**src/lkv_pkg.sv**
```systemverilog
package lkv_pkg;

  // Width of the capacity register.
  localparam int unsigned CAP_BITS = 5;

  // Capacity after reset.
  localparam logic [CAP_BITS-1:0] CAP_RESET = 5'd16;

  typedef enum logic {
    OP_GET = 1'b0,
    OP_PUT = 1'b1
  } op_e;

  // Outcome of one lookup in the tag array, valid while an item is processed.
  typedef struct packed {
    logic hit;     // key present before this access
    logic insert;  // put of a new key, a slot gets written
    logic evict;   // the oldest entry leaves to make room
  } lookup_t;

endpackage

```
**src/lkv_intf.sv**
```systemverilog
interface lkv_req_if #(
  parameter int unsigned KEY_BITS   = 16,
  parameter int unsigned VALUE_BITS = 32
) ();
  logic                  valid;
  logic                  ready;
  logic                  operation;
  logic [KEY_BITS-1:0]   key;
  logic [VALUE_BITS-1:0] value;

  modport source (output valid, output operation, output key, output value, input ready);
  modport sink   (input valid, input operation, input key, input value, output ready);
endinterface

interface lkv_rsp_if #(
  parameter int unsigned KEY_BITS   = 16,
  parameter int unsigned VALUE_BITS = 32
) ();
  logic                  valid;
  logic                  ready;
  logic                  hit;
  logic [VALUE_BITS-1:0] read_value;
  logic                  evicted;
  logic [KEY_BITS-1:0]   evicted_key;

  modport source (output valid, output hit, output read_value, output evicted,
                  output evicted_key, input ready);
  modport sink   (input valid, input hit, input read_value, input evicted,
                  input evicted_key, output ready);
endinterface

interface lkv_cfg_if ();
  logic                          valid;
  logic                          ready;
  logic [lkv_pkg::CAP_BITS-1:0]  data;

  modport source (output valid, output data, input ready);
  modport sink   (input valid, input data, output ready);
endinterface

```
**src/lkv_ram.sv**
```systemverilog
module lkv_ram #(
  parameter int unsigned WIDTH = 32,
  parameter int unsigned DEPTH = 16
) (
  input  logic                     clk_i,
  input  logic                     we_i,
  input  logic [$clog2(DEPTH)-1:0] waddr_i,
  input  logic [WIDTH-1:0]         wdata_i,
  input  logic                     re_i,
  input  logic [$clog2(DEPTH)-1:0] raddr_i,
  output logic [WIDTH-1:0]         rdata_o
);

  logic [WIDTH-1:0] mem_q [DEPTH];
  logic [WIDTH-1:0] rdata_q;

  // A read and a write to the same address in one cycle return the old word.
  always_ff @(posedge clk_i) begin
    if (we_i) begin
      mem_q[waddr_i] <= wdata_i;
    end
    if (re_i) begin
      rdata_q <= mem_q[raddr_i];
    end
  end

  assign rdata_o = rdata_q;

endmodule

```
**src/lkv_tag_array.sv**
```systemverilog
module lkv_tag_array #(
  parameter int unsigned MAX_ENTRIES = 16,
  parameter int unsigned KEY_BITS    = 16,
  localparam int unsigned IDX_W      = $clog2(MAX_ENTRIES),
  localparam int unsigned CNT_W      = $clog2(MAX_ENTRIES + 1)
) (
  input  logic             clk_i,
  input  logic             rst_ni,
  input  logic             step_i,
  input  lkv_pkg::op_e     op_i,
  input  logic [KEY_BITS-1:0] key_i,
  input  logic [CNT_W-1:0] cap_i,
  output lkv_pkg::lookup_t lookup_o,
  output logic [IDX_W-1:0] hit_idx_o,
  output logic [IDX_W-1:0] victim_idx_o,
  output logic [IDX_W-1:0] slot_o
);
  import lkv_pkg::*;

  localparam int unsigned AGE_W = IDX_W;

  logic [KEY_BITS-1:0]  key_q   [MAX_ENTRIES];
  logic [AGE_W-1:0]     age_q   [MAX_ENTRIES];
  logic [MAX_ENTRIES-1:0] valid_q;
  logic [CNT_W-1:0]     count_q;

  logic [MAX_ENTRIES-1:0] hit_vec;
  logic [MAX_ENTRIES-1:0] victim_vec;
  logic [AGE_W-1:0]     hit_age;
  logic [AGE_W-1:0]     last_age;
  logic [IDX_W-1:0]     hit_idx;
  logic [IDX_W-1:0]     victim_idx;
  logic [IDX_W-1:0]     free_idx;
  logic [IDX_W-1:0]     slot;
  lookup_t              lookup;

  // Valid ages always run 0 .. count-1 without gaps, so the oldest entry is
  // the one whose age equals count-1.
  assign last_age = AGE_W'(count_q - CNT_W'(1));

  always_comb begin
    hit_idx    = '0;
    victim_idx = '0;
    hit_age    = '0;
    free_idx   = '0;
    for (int i = 0; i < MAX_ENTRIES; i++) begin
      hit_vec[i]    = valid_q[i] && (key_q[i] == key_i);
      victim_vec[i] = valid_q[i] && (age_q[i] == last_age);
      if (hit_vec[i]) begin
        hit_idx = hit_idx | IDX_W'(i);
        hit_age = hit_age | age_q[i];
      end
      if (victim_vec[i]) begin
        victim_idx = victim_idx | IDX_W'(i);
      end
    end
    for (int i = MAX_ENTRIES - 1; i >= 0; i--) begin
      if (!valid_q[i]) begin
        free_idx = IDX_W'(i);
      end
    end
  end

  always_comb begin
    lookup.hit    = |hit_vec;
    lookup.insert = (op_i == OP_PUT) && !lookup.hit;
    lookup.evict  = lookup.insert && (count_q >= cap_i);
    // An evicted entry hands its slot straight to the new key.
    slot          = lookup.evict ? victim_idx : free_idx;
  end

  always_ff @(posedge clk_i or negedge rst_ni) begin
    if (!rst_ni) begin
      valid_q <= '0;
      count_q <= '0;
      for (int i = 0; i < MAX_ENTRIES; i++) begin
        age_q[i] <= '0;
      end
    end else if (step_i) begin
      if (lookup.hit) begin
        for (int i = 0; i < MAX_ENTRIES; i++) begin
          if (hit_vec[i]) begin
            age_q[i] <= '0;
          end else if (valid_q[i] && (age_q[i] < hit_age)) begin
            age_q[i] <= age_q[i] + AGE_W'(1);
          end
        end
      end else if (lookup.insert) begin
        for (int i = 0; i < MAX_ENTRIES; i++) begin
          if (IDX_W'(i) == slot) begin
            valid_q[i] <= 1'b1;
            age_q[i]   <= '0;
          end else if (valid_q[i]) begin
            age_q[i] <= age_q[i] + AGE_W'(1);
          end
        end
        if (!lookup.evict) begin
          count_q <= count_q + CNT_W'(1);
        end
      end
    end
  end

  always_ff @(posedge clk_i) begin
    for (int i = 0; i < MAX_ENTRIES; i++) begin
      if (step_i && lookup.insert && (IDX_W'(i) == slot)) begin
        key_q[i] <= key_i;
      end
    end
  end

  assign lookup_o     = lookup;
  assign hit_idx_o    = hit_idx;
  assign victim_idx_o = victim_idx;
  assign slot_o       = slot;

endmodule

```
**src/lru_key_value_cache.sv**
```systemverilog
// Fully associative key/value cache with least recently used replacement.
//
// Channels: req_i takes one word per access (operation 0 is a get, 1 is a
// put, with key and value), rsp_o returns one word per access (hit,
// read_value, evicted, evicted_key), and cfg_i writes the capacity register.
// All three move a word at a clock edge where valid and ready are both high.
// cfg_i is always ready; write it only while no access is in flight.
//
// An accepted word reaches rsp_o at the next edge that finds the result register empty
// or being drained. Throughput is one word per cycle while results are taken, set by
// the single pass through the key compare array and the registered value memory read.
//
// Reset empties the cache at once (all valid marks clear, count zero) and
// sets the capacity to 16; no clearing pass is needed. When the receiver
// stalls, the result word holds on rsp_o, one more request is taken into the
// input register, and req_i.ready then drops until the result is taken.
module lru_key_value_cache #(
  parameter int unsigned MAX_ENTRIES = 16,
  parameter int unsigned KEY_BITS    = 16,
  parameter int unsigned VALUE_BITS  = 32
) (
  input  logic       clk_i,
  input  logic       rst_ni,
  lkv_req_if.sink    req_i,
  lkv_rsp_if.source  rsp_o,
  lkv_cfg_if.sink    cfg_i
);
  import lkv_pkg::*;

  localparam int unsigned IDX_W = $clog2(MAX_ENTRIES);
  localparam int unsigned CNT_W = $clog2(MAX_ENTRIES + 1);
  // Wide enough for both the raw register and the entry count.
  localparam int unsigned CMP_W = (CNT_W > CAP_BITS) ? CNT_W : CAP_BITS;

  // Capacity register.
  logic [CAP_BITS-1:0] cap_q;
  logic [CMP_W-1:0]    cap_wide;
  logic [CNT_W-1:0]    cap_eff;

  // Input register.
  logic                  req_vld_q;
  op_e                   op_q;
  logic [KEY_BITS-1:0]   key_q;
  logic [VALUE_BITS-1:0] val_q;

  // Result register; the two data fields come from the memories' read ports.
  logic rsp_vld_q;
  logic hit_q;
  logic rd_sel_q;
  logic evicted_q;

  logic             advance;
  logic             step;
  lookup_t          lookup;
  logic [IDX_W-1:0] hit_idx;
  logic [IDX_W-1:0] victim_idx;
  logic [IDX_W-1:0] slot;

  logic [VALUE_BITS-1:0] val_rdata;
  logic [KEY_BITS-1:0]   key_rdata;

  // The stage moves whenever the result register is empty or being drained.
  assign advance = !rsp_vld_q || rsp_o.ready;
  assign step    = req_vld_q && advance;

  assign req_i.ready = !req_vld_q || advance;
  assign cfg_i.ready = 1'b1;

  // A capacity of zero acts as one, and anything above the table size acts
  // as the table size.
  always_comb begin
    cap_wide = CMP_W'(cap_q);
    if (cap_wide == '0) begin
      cap_wide = CMP_W'(1);
    end else if (cap_wide > CMP_W'(MAX_ENTRIES)) begin
      cap_wide = CMP_W'(MAX_ENTRIES);
    end
    cap_eff = CNT_W'(cap_wide);
  end

  always_ff @(posedge clk_i or negedge rst_ni) begin
    if (!rst_ni) begin
      cap_q <= CAP_RESET;
    end else if (cfg_i.valid) begin
      cap_q <= cfg_i.data;
    end
  end

  always_ff @(posedge clk_i or negedge rst_ni) begin
    if (!rst_ni) begin
      req_vld_q <= 1'b0;
    end else if (req_i.valid && req_i.ready) begin
      req_vld_q <= 1'b1;
    end else if (step) begin
      req_vld_q <= 1'b0;
    end
  end

  always_ff @(posedge clk_i) begin
    if (req_i.valid && req_i.ready) begin
      op_q  <= op_e'(req_i.operation);
      key_q <= req_i.key;
      val_q <= req_i.value;
    end
  end

  lkv_tag_array #(
    .MAX_ENTRIES (MAX_ENTRIES),
    .KEY_BITS    (KEY_BITS)
  ) u_tags (
    .clk_i        (clk_i),
    .rst_ni       (rst_ni),
    .step_i       (step),
    .op_i         (op_q),
    .key_i        (key_q),
    .cap_i        (cap_eff),
    .lookup_o     (lookup),
    .hit_idx_o    (hit_idx),
    .victim_idx_o (victim_idx),
    .slot_o       (slot)
  );

  // Values: a put writes its slot, and every access reads the hit slot. A put to a
  // present key reads and writes one slot in the same cycle; the read returns the old word.
  lkv_ram #(
    .WIDTH (VALUE_BITS),
    .DEPTH (MAX_ENTRIES)
  ) u_val_ram (
    .clk_i   (clk_i),
    .we_i    (step && (op_q == OP_PUT)),
    .waddr_i (lookup.hit ? hit_idx : slot),
    .wdata_i (val_q),
    .re_i    (step),
    .raddr_i (hit_idx),
    .rdata_o (val_rdata)
  );

  // Second copy of the keys, read at the victim slot. On an eviction the new
  // key goes into that same slot in the same cycle, and the read returns the
  // old key.
  lkv_ram #(
    .WIDTH (KEY_BITS),
    .DEPTH (MAX_ENTRIES)
  ) u_key_ram (
    .clk_i   (clk_i),
    .we_i    (step && lookup.insert),
    .waddr_i (slot),
    .wdata_i (key_q),
    .re_i    (step),
    .raddr_i (victim_idx),
    .rdata_o (key_rdata)
  );

  always_ff @(posedge clk_i or negedge rst_ni) begin
    if (!rst_ni) begin
      rsp_vld_q <= 1'b0;
      hit_q     <= 1'b0;
      rd_sel_q  <= 1'b0;
      evicted_q <= 1'b0;
    end else if (step) begin
      rsp_vld_q <= 1'b1;
      hit_q     <= lookup.hit;
      rd_sel_q  <= lookup.hit && (op_q == OP_GET);
      evicted_q <= lookup.evict;
    end else if (rsp_o.ready) begin
      rsp_vld_q <= 1'b0;
    end
  end

  assign rsp_o.valid       = rsp_vld_q;
  assign rsp_o.hit         = hit_q;
  assign rsp_o.read_value  = rd_sel_q ? val_rdata : '0;
  assign rsp_o.evicted     = evicted_q;
  assign rsp_o.evicted_key = evicted_q ? key_rdata : '0;

`ifndef SYNTHESIS
  // An eviction only ever happens for a put of a key that was absent.
  a_evict_needs_insert: assert property (@(posedge clk_i) disable iff (!rst_ni)
    step && lookup.evict |-> lookup.insert && !lookup.hit)
    else $error("eviction without an insert of a new key");

  // Every processed access leaves a result word behind.
  a_step_gives_result: assert property (@(posedge clk_i) disable iff (!rst_ni)
    step |=> rsp_vld_q)
    else $error("processed access left no result");

  // Requests are held back only when both registers are full and stalled.
  a_ready_only_on_stall: assert property (@(posedge clk_i) disable iff (!rst_ni)
    !req_i.ready |-> req_vld_q && rsp_vld_q && !rsp_o.ready)
    else $error("request port stalled without a full pipeline");
`endif

endmodule
```
**src/flat_wrapper.sv**
```systemverilog
// flat-port wrapper written by rule: the top's interface ports become plain ports
module lru_key_value_cache_flat import lkv_pkg::*;
#(
  parameter int unsigned MAX_ENTRIES = 16,
  parameter int unsigned KEY_BITS    = 16,
  parameter int unsigned VALUE_BITS  = 32
)
  (clk_i, rst_ni, req_i_valid, req_i_operation, req_i_key, req_i_value, req_i_ready, rsp_o_valid, rsp_o_hit, rsp_o_read_value, rsp_o_evicted, rsp_o_evicted_key, rsp_o_ready, cfg_i_valid, cfg_i_data, cfg_i_ready);
  lkv_req_if #(.KEY_BITS(KEY_BITS), .VALUE_BITS(VALUE_BITS)) req_i_i ();
  lkv_rsp_if #(.KEY_BITS(KEY_BITS), .VALUE_BITS(VALUE_BITS)) rsp_o_i ();
  lkv_cfg_if cfg_i_i ();
  input  logic clk_i;
  input  logic rst_ni;
  input wire logic [$bits(req_i_i.valid)-1:0] req_i_valid;
  input wire logic [$bits(req_i_i.operation)-1:0] req_i_operation;
  input wire logic [$bits(req_i_i.key)-1:0] req_i_key;
  input wire logic [$bits(req_i_i.value)-1:0] req_i_value;
  output wire logic [$bits(req_i_i.ready)-1:0] req_i_ready;
  output wire logic [$bits(rsp_o_i.valid)-1:0] rsp_o_valid;
  output wire logic [$bits(rsp_o_i.hit)-1:0] rsp_o_hit;
  output wire logic [$bits(rsp_o_i.read_value)-1:0] rsp_o_read_value;
  output wire logic [$bits(rsp_o_i.evicted)-1:0] rsp_o_evicted;
  output wire logic [$bits(rsp_o_i.evicted_key)-1:0] rsp_o_evicted_key;
  input wire logic [$bits(rsp_o_i.ready)-1:0] rsp_o_ready;
  input wire logic [$bits(cfg_i_i.valid)-1:0] cfg_i_valid;
  input wire logic [$bits(cfg_i_i.data)-1:0] cfg_i_data;
  output wire logic [$bits(cfg_i_i.ready)-1:0] cfg_i_ready;
  assign req_i_i.valid = req_i_valid;
  assign req_i_i.operation = req_i_operation;
  assign req_i_i.key = req_i_key;
  assign req_i_i.value = req_i_value;
  assign req_i_ready = req_i_i.ready;
  assign rsp_o_valid = rsp_o_i.valid;
  assign rsp_o_hit = rsp_o_i.hit;
  assign rsp_o_read_value = rsp_o_i.read_value;
  assign rsp_o_evicted = rsp_o_i.evicted;
  assign rsp_o_evicted_key = rsp_o_i.evicted_key;
  assign rsp_o_i.ready = rsp_o_ready;
  assign cfg_i_i.valid = cfg_i_valid;
  assign cfg_i_i.data = cfg_i_data;
  assign cfg_i_ready = cfg_i_i.ready;
  lru_key_value_cache #(.MAX_ENTRIES(MAX_ENTRIES), .KEY_BITS(KEY_BITS), .VALUE_BITS(VALUE_BITS)) u_core (.clk_i(clk_i), .rst_ni(rst_ni), .req_i(req_i_i), .rsp_o(rsp_o_i), .cfg_i(cfg_i_i));
endmodule
```
**config.mk**
```make
export PLATFORM = sky130hd
export DESIGN_NAME = lru_key_value_cache_flat
export DESIGN_NICKNAME = d
export VERILOG_FILES = /design/src/lkv_pkg.sv /design/src/lkv_intf.sv /design/src/lkv_ram.sv /design/src/lkv_tag_array.sv /design/src/lru_key_value_cache.sv /design/src/flat_wrapper.sv
export SDC_FILE = /design/constraint.sdc
export NUM_CORES = 2
export LEC_CHECK = 0
export ABC_AREA = 1
export BUFFER_PORTS_ARGS = -buffer_cell sky130_fd_sc_hd__buf_4
export CORE_AREA = 2 2 415 417
export CTS_CLUSTER_DIAMETER = 50
export DETAILED_ROUTE_END_ITERATION = 10
export DIE_AREA = 0 0 417 419
export PLACE_DENSITY = 0.56
export SETUP_SLACK_MARGIN = 0.5
export SYNTH_ARGS = -nofsm -noshare
export SYNTH_HDL_FRONTEND = slang
export SYNTH_HIERARCHICAL = 1
export SYNTH_SLANG_ARGS = --single-unit
```
**constraint.sdc**
```tcl
create_clock -name clk_i -period 5.4 [get_ports clk_i]
set_clock_uncertainty 0.1 [all_clocks]
set_input_delay 1.08 -clock clk_i [delete_from_list [all_inputs] [get_ports clk_i]]
set_output_delay 1.08 -clock clk_i [all_outputs]
set_load 0.02 [all_outputs]
```
# [After elaboration in Yosys (flattened, before gate mapping)]
# Memories as Yosys holds them, arrays and structs flattened. A register that Yosys moved wholly into a read port is not among the register bits.
# Index checks and enable logic that the tools add are counted.
[word_totals] regBits=144 latch_bits=0 ramBits=1024 mem_bits_ro=0 wordCells=525 n_memories=3
[mem_list] name="u_core.u_val_ram.mem_q" words=16 word_bits=32 read_ports=1 rd_ports_with_merged_regs=1 write_ports=1 line="lkv_ram.sv:14" source="logic [WIDTH-1:0] mem_q [DEPTH];"
[mem_list] name="u_core.u_key_ram.mem_q" words=16 word_bits=16 read_ports=1 rd_ports_with_merged_regs=1 write_ports=1 line="lkv_ram.sv:14"
[mem_list] name="u_core.u_tags.key_q" words=16 word_bits=16 read_ports=16 rd_ports_with_merged_regs=0 write_ports=1 line="lkv_tag_array.sv:22" source="logic [KEY_BITS-1:0] key_q [MAX_ENTRIES];"
[classes] n_addsub=18 multipliers=0 div=0 magnitude_cmp=18 n_eq_ne=62 shifts=0 n_mux=219 bitwise_logic=18 n_reduce_logical=145
[op_table] operator="$mux W4" count=129
[op_table] operator="$eq A16 B16 Y1" count=16
[op_table] operator="$mux W16" count=16
[op_table] operator="$reduce_or A16 Y1" count=16
[op_table] operator="$reduce_and A4 Y1" count=33
[op_table] operator="$mux W64" count=2
[op_table] operator="$logic_and A1 B1 Y1" count=70
[op_table] operator="$add A4 B1 Y4 const B" count=16
[op_table] operator="$lt A4 B4 Y1" count=16
[op_table] operator="$eq A4 B4 Y1" count=15
[op_table] operator="$or A4 B4 Y4" count=15
[op_table] operator="$mux W1" count=57
[op_table] operator="$ne A3 B3 Y1 const B" count=16
[op_table] operator="$reduce_bool A3 Y1" count=16
[op_table] operator="$eq A4 B4 Y1 const A" count=8
[op_table] operator="$mux W32" count=1
[op_table] operator="$mux W3" count=8
[op_table] operator="$eq A3 B4 Y1 const A" count=4
[op_table] operator="$mux W5" count=2
[op_table] operator="$eq A2 B4 Y1 const A" count=2
[op_table] operator="$mux W2" count=4
[op_table] operator="$reduce_bool A2 Y1" count=3
[op_table] operator="$add A5 B1 Y5 const B" count=1
[op_table] operator="$ge A5 B5 Y1" count=1
[op_table] operator="8 further kinds" count=13

# [Logic depth before layout (Yosys ltp)]
[logic_depth] word_depth=39 mapped_depth=25

# [Modules after synthesis]
# The synthesis kept the hierarchy.
[by_module_without_submodules] module="lkv_ram at u_core.u_val_ram" n_inst=1 cells_per_inst=2121 area_each_um2=23058.4 seq_area_each_um2=16335.7
[by_module_without_submodules] module="lkv_tag_array" n_inst=1 cells_per_inst=2997 area_each_um2=22399.0 seq_area_each_um2=9814.4
[by_module_without_submodules] module="lkv_ram at u_core.u_key_ram" n_inst=1 cells_per_inst=1074 area_each_um2=11541.1 seq_area_each_um2=8167.8
[by_module_without_submodules] module="lru_key_value_cache" n_inst=1 cells_per_inst=223 area_each_um2=2384.8 seq_area_each_um2=1722.9

# [Worst setup path before layout]
# OpenSTA, ideal clock, no wires.
[synth_timing] path_type="register to register" from="register u_core.key_q[12]" to="memory u_core.u_val_ram.mem_q[0][0], enable pin" setup_time_ps=421 arrival_time_ps=4290 setup_slack_ps=589 path_stages_with_launch=22 path_buffers=3 path_cell_list="edfxtp_1 > buf_4 > inv_1 > buf_6 > nand2_1 > nand2_1 > nor2_1 > nand2_1 > nor2_1 > nand3_4 > nand2_1 > nor2_2 > nand2_2 > nor2_8 > inv_2 > clkbuf_1 > inv_2 > nand2_1 > nand2_1 > inv_1 > nand3_1 > nor2_1"
[synth_via] elab_chain_cells=18 elab_cells_between_ends=53
[synth_rtl] element="from (decl)" line="lru_key_value_cache.sv:43" source="logic [KEY_BITS-1:0] key_q;"
[synth_rtl] element="from (signal assigned)" line="lru_key_value_cache.sv:102" source="key_q <= req_i.key;"
[synth_rtl] element="$eq A16 B16 Y1" line="lkv_tag_array.sv:47" source="hit_vec[i] = valid_q[i] && (key_q[i] == key_i);"
[synth_rtl] element="$logic_and A1 B1 Y1" line="lkv_tag_array.sv:47"
[synth_rtl] element="$mux W1" line="lkv_tag_array.sv:49" source="if (hit_vec[i]) begin"
[synth_rtl] element="$mux W2 (2 in series)" line="lkv_tag_array.sv:49"
[synth_rtl] element="$mux W3 (4 in series)" line="lkv_tag_array.sv:49"
[synth_rtl] element="$mux W4 (7 in series)" line="lkv_tag_array.sv:49"
[synth_rtl] element="$mux W4 (*)" line="lkv_tag_array.sv:49"
[synth_rtl] element="net u_core.hit_idx[0]" line="lru_key_value_cache.sv:55" source="logic [IDX_W-1:0] hit_idx;"
[synth_rtl] element="$mux W4 (*)" line="lru_key_value_cache.sv:131" source=".waddr_i (lookup.hit ? hit_idx : slot),"
[synth_rtl] element="to (decl)" line="lkv_ram.sv:14"
# Mark *: on every way through the listed nets, which the timed path passes. The rest lies on a longest branch.

# [Worst setup path after layout]
[layout_timing] from="register u_core.key_q[15]" to="memory u_core.u_val_ram.mem_q[4][7], enable pin"
[layout_via] elab_cells_between_ends=53
[layout_rtl] element="$eq A16 B16 Y1" line="lkv_tag_array.sv:47"
[layout_rtl] element="$logic_and A1 B1 Y1" line="lkv_tag_array.sv:47"
[layout_rtl] element="$reduce_or A16 Y1 (*)" line="lkv_tag_array.sv:65" source="lookup.hit = |hit_vec;"
[layout_rtl] element="$logic_not A1 Y1 (*)" line="lkv_tag_array.sv:66" source="lookup.insert = (op_i == OP_PUT) && !lookup.hit;"
[layout_rtl] element="$logic_and A1 B1 Y1 (*)" line="lkv_tag_array.sv:66"
[layout_rtl] element="$logic_and A1 B1 Y1 (*)" line="lkv_tag_array.sv:67" source="lookup.evict = lookup.insert && (count_q >= cap_i);"
[layout_rtl] element="$mux W4 (*)" line="lkv_tag_array.sv:69" source="slot = lookup.evict ? victim_idx : free_idx;"
[layout_rtl] element="net u_core.slot[0]" line="lru_key_value_cache.sv:57" source="logic [IDX_W-1:0] slot;"
[layout_rtl] element="$mux W4 (*)" line="lru_key_value_cache.sv:131"
# Marks and branches as above.

==> results.sh <==
export IMPL_setup_slack_ns=0.701
export IMPL_cts_root_buf="clkbuf_16"
export IMPL_cp_end_kind="register"
export IMPL_grt_pass1_vias=42400
export IMPL_cts_setup_buffers=0
export IMPL_fin_crit_ns=4.70
export IMPL_yosys_warnings=6
export IMPL_slowest_stage="nor2_4"
export IMPL_critical_path_class="reg -> reg"
export IMPL_grt_usage_pct=20.1
export IMPL_fmax_mhz=213
export IMPL_place_area_um2=63000
export IMPL_grt_overflow=0
export IMPL_tns_ns=0
export IMPL_via_per_inst=4.94
export IMPL_die_h_um=419
export IMPL_wl_mm=178
export IMPL_synthMuxAreaShare_pct=0
export IMPL_power_leakage_uw=0.0303
export IMPL_required_ns=5.80
export IMPL_final_net_count=6711
export IMPL_cts_htree_levels=4
export IMPL_ys_seq_elements=1216
export IMPL_route_detailed_drc=0
export IMPL_cp_cell_sequence="inv_2 > buf_4 > nand2_1 > o21ai_1 > nor2_1 > nand2_1 > nor2_1 > nand3_2 > nand2_1 > nor2_2 > nand2_2 > nor2_8 > nand3_4 > nand3_2 > nand2_4 > nand2_1 > nand2_1 > inv_1 > nand3_1 > nor2_4 > buf_12"
export IMPL_ys_seq_area_share_pct=60.7
export IMPL_synth_nets=6545
export IMPL_fin_crit_sh_pct=87.0
export IMPL_syn2layout_area_growth_pct=14.8
export IMPL_cp_start_kind="register"
export IMPL_cap_violations=0
export IMPL_antenna_left=0
export IMPL_synth_area_leaders="edfxtp_1 57%, nand2_1 13%, inv_1 6.4%"
export IMPL_die_x_um=417
export IMPL_synth_top_area_share_pct=56.7
export IMPL_ir_drop_v=0.00160
export IMPL_rsz0062_at_grt="true"
export IMPL_hold_class="in -> reg"
export IMPL_drv_slew=0
export IMPL_initial_core_util_pct=34.8
export IMPL_max_slew_margin_pct=35.9
export IMPL_drive_above_1_share_pct=9.53
export IMPL_cts_clk_slew_worst_paths_ns=0.06
export IMPL_synth_compound_area_share_pct=2.75
export IMPL_cts_tree="yes"
export IMPL_fp_coreArea_um2=171000
export IMPL_rows=152
export IMPL_die_area_um2=175000
export IMPL_place_congestion=0.943
export IMPL_cp_common_cell="nand2_1"
export IMPL_status="completed"
export IMPL_ys_types=59
export IMPL_clock_sinks=1216
export IMPL_synthSimpleGateAreaFrac_pct=24.9
export IMPL_yosys_area_top_type="edfxtp_1"
export IMPL_power_density_nw_per_um2=543
export IMPL_portBuffers=110
export IMPL_antenna_found_initial=5
export IMPL_setup_violations=0
export IMPL_clk_latency_ns=0.81
export IMPL_io_pin_count=112
export IMPL_synth_xor_area_share_pct=0.942
export IMPL_synth_top_family_by_area="simple AND/OR/NAND/NOR gates"
export IMPL_nFillCells=16600
export IMPL_area_sequential_um2=36000
export IMPL_syn_avg_cell_area_um2=9.26
export IMPL_synthFlopType="edfxtp_1"
export IMPL_grt_max_degree=162
export IMPL_firstDrtPassIters=8
export IMPL_dp_hpwl_mm=111
export IMPL_route_vias_total=44200
export IMPL_synth_adder_area_share_pct=1.50
export IMPL_grt_pass1_wl_mm=266
export IMPL_worst_pin_slew_ns=0.961
export IMPL_drt_iter0_drc=4397
export IMPL_wl_per_cell_um=19.9
export IMPL_multi_input_area_um2=18000
export IMPL_hold_viol=0
export IMPL_syn_inst=6415
export IMPL_numCtsBuffers=155
export IMPL_crit_path_max_fanout=19
export IMPL_ys_async_sr_fraction_pct=7.81
export IMPL_max_clock_path_buffers=3
export IMPL_syn_area_um2=59400
export IMPL_crit_path_max_incr_delay_ns=0.61
export IMPL_dp_slack_ns=0.609
export IMPL_cp_arrival_ns=5.10
export IMPL_final_area_um2=68200
export IMPL_synth_edff_count=1121
## sequential cells by signal (all words and copies together), names as in the netlist, 5 cells and up
| name | flops |
|---|---|
| u_core/u_tags/key_q | 256 |
| u_core/u_val_ram/rdata_o | 32 |
| u_core/u_key_ram/rdata_o | 16 |
| u_core/u_val_ram/mem_q | 512 |
| u_core/val_q | 32 |
| u_core/u_tags/valid_q | 16 |
| u_core/key_q | 16 |
| u_core/u_key_ram/mem_q | 256 |
| u_core/u_tags/age_q | 64 |
| u_core/cap_q | 5 |
| u_core/u_tags/count_q | 5 |
## critical path, delay by kind of cell, from the launching register on
family,cells,cell delay [ns]
AOI/OAI and AO/OA,1,0.10
buffers and inverters,4,1.16
DFF,1,0.43
and+or+nand+nor,16,2.60
## cells in the mapped netlist (all sizes together), types with 12 or more instances
| cell | count |
|---|---|
| o21ai | 155 |
| a211oi | 16 |
| clkbuf | 32 |
| a31oi | 12 |
| nor3 | 20 |
| xor2 | 33 |
| nand3 | 694 |
| nand2 | 2160 |
| a21oi | 63 |
| nor2 | 455 |
| buf | 203 |
| or2 | 18 |
| inv | 1049 |
| o22ai | 27 |
| ha | 71 |
| dfrtp | 94 |
| edfxtp | 1121 |
| xnor2 | 30 |
| nand4 | 102 |
## worst paths after layout
check / start / end / slack (ns) / cells past startpoint
min in group asynchronous: rst_ni / u_core/u_tags/age_q[18]$_DFFE_PN0P_ / 0.61 / 2
max reg2reg: u_core/key_q[15]$_DFFE_PP_ / u_core/u_val_ram/mem_q[4][7]$_DFFE_PP_ / 0.70 / 21
min reg2reg: u_core/u_tags/count_q[4]$_DFFE_PN0P_ / u_core/u_tags/count_q[4]$_DFFE_PN0P_ / 0.37 / 1
min: req_i_value[13] / u_core/val_q[13]$_DFFE_PP_ / 0.35 / 1
max: u_core/key_q[15]$_DFFE_PP_ / u_core/u_val_ram/mem_q[4][7]$_DFFE_PP_ / 0.70 / 21
max in group asynchronous: rst_ni / u_core/rd_sel_q$_DFFE_PN0P_ / 3.48 / 3
## cell usage in the layout (no fill, tap or decap), drive strengths merged, types with 3 or more instances in the layout
cell type	instances
and3b	3
clkinvlp	7
clkinv	63
a31oi	12
o2111ai	10
nand2	2160
nor3	20
ha	71
edfxtp	1121
and3	5
a21oi	63
nand3b	11
bufinv	13
nor2	455
xnor2	30
clkbuf	191
o21ai	155
nand4	102
o21a	3
nor4	8
a211oi	16
inv	1058
buf	243
o22ai	27
nor3b	4
or2	18
o211ai	4
xor2	33
dfrtp	94
nand3	694
and2	5
## layer usage
| metal | GRT usage [%] | vias up | routed length (um) |
|---|---|---|---|
| met5 | 0 | - | 0 |
| met4 | 7.03 | 0 | 5790 |
| met3 | 2.93 | 342 | 11700 |
| met2 | 33.5 | 1599 | 83900 |
| met1 | 26.8 | 21200 | 76500 |
| li1 | - | 21100 | - |
## kinds of logic (layout without fill, tap and decap cells)
kind of cell | after synthesis | in the layout
buffers and inverters | 1285 | 1576
other | 1 | 2
flip-flops | 1216 | 1216
adder cells (fa/ha/maj) | 71 | 71
AO/OA/AOI/OAI | 292 | 292
AND/OR/NAND/NOR | 3487 | 3487
XOR/XNOR | 63 | 63
## through the flow
step	total power [uW]	hold WS, ns	utilization, %	std cells
finish	37000	0.348	40.0	8940
global route	39200	0.308	40.0	8939
CTS	37200	0.291	40.0	8939
detailed placement	26800	0.370	36.9	8656
global placement	26700	0.369	36.9	8656
floorplan	22100	0.349	-	6415
## what timing repair did
action	in CTS	in global routing
hold buffers	1	0
endpoints found under the hold margin	6	0
endpoints found under the setup margin	0	183
gates resized for setup	0	6
## cell type report
cell class | count | share of cell area [%]
sequential | 1216 | 52.9
timing repair buffer | 244 | 3.21
clock buffer | 191 | 5.99
multi-input combinational | 3914 | 26.4
clock inverter | 91 | 1.60
antenna | 1 | 0.00367
tap | 2233 | 4.10
inverter | 1050 | 5.82
## power by group
part	switching (uW)	total, uW	internal, uW
registers	693	12100	11400
logic	10400	14600	4170
clock network	4240	10300	6080
No activity file was read; power rests on OpenSTA's default activity.
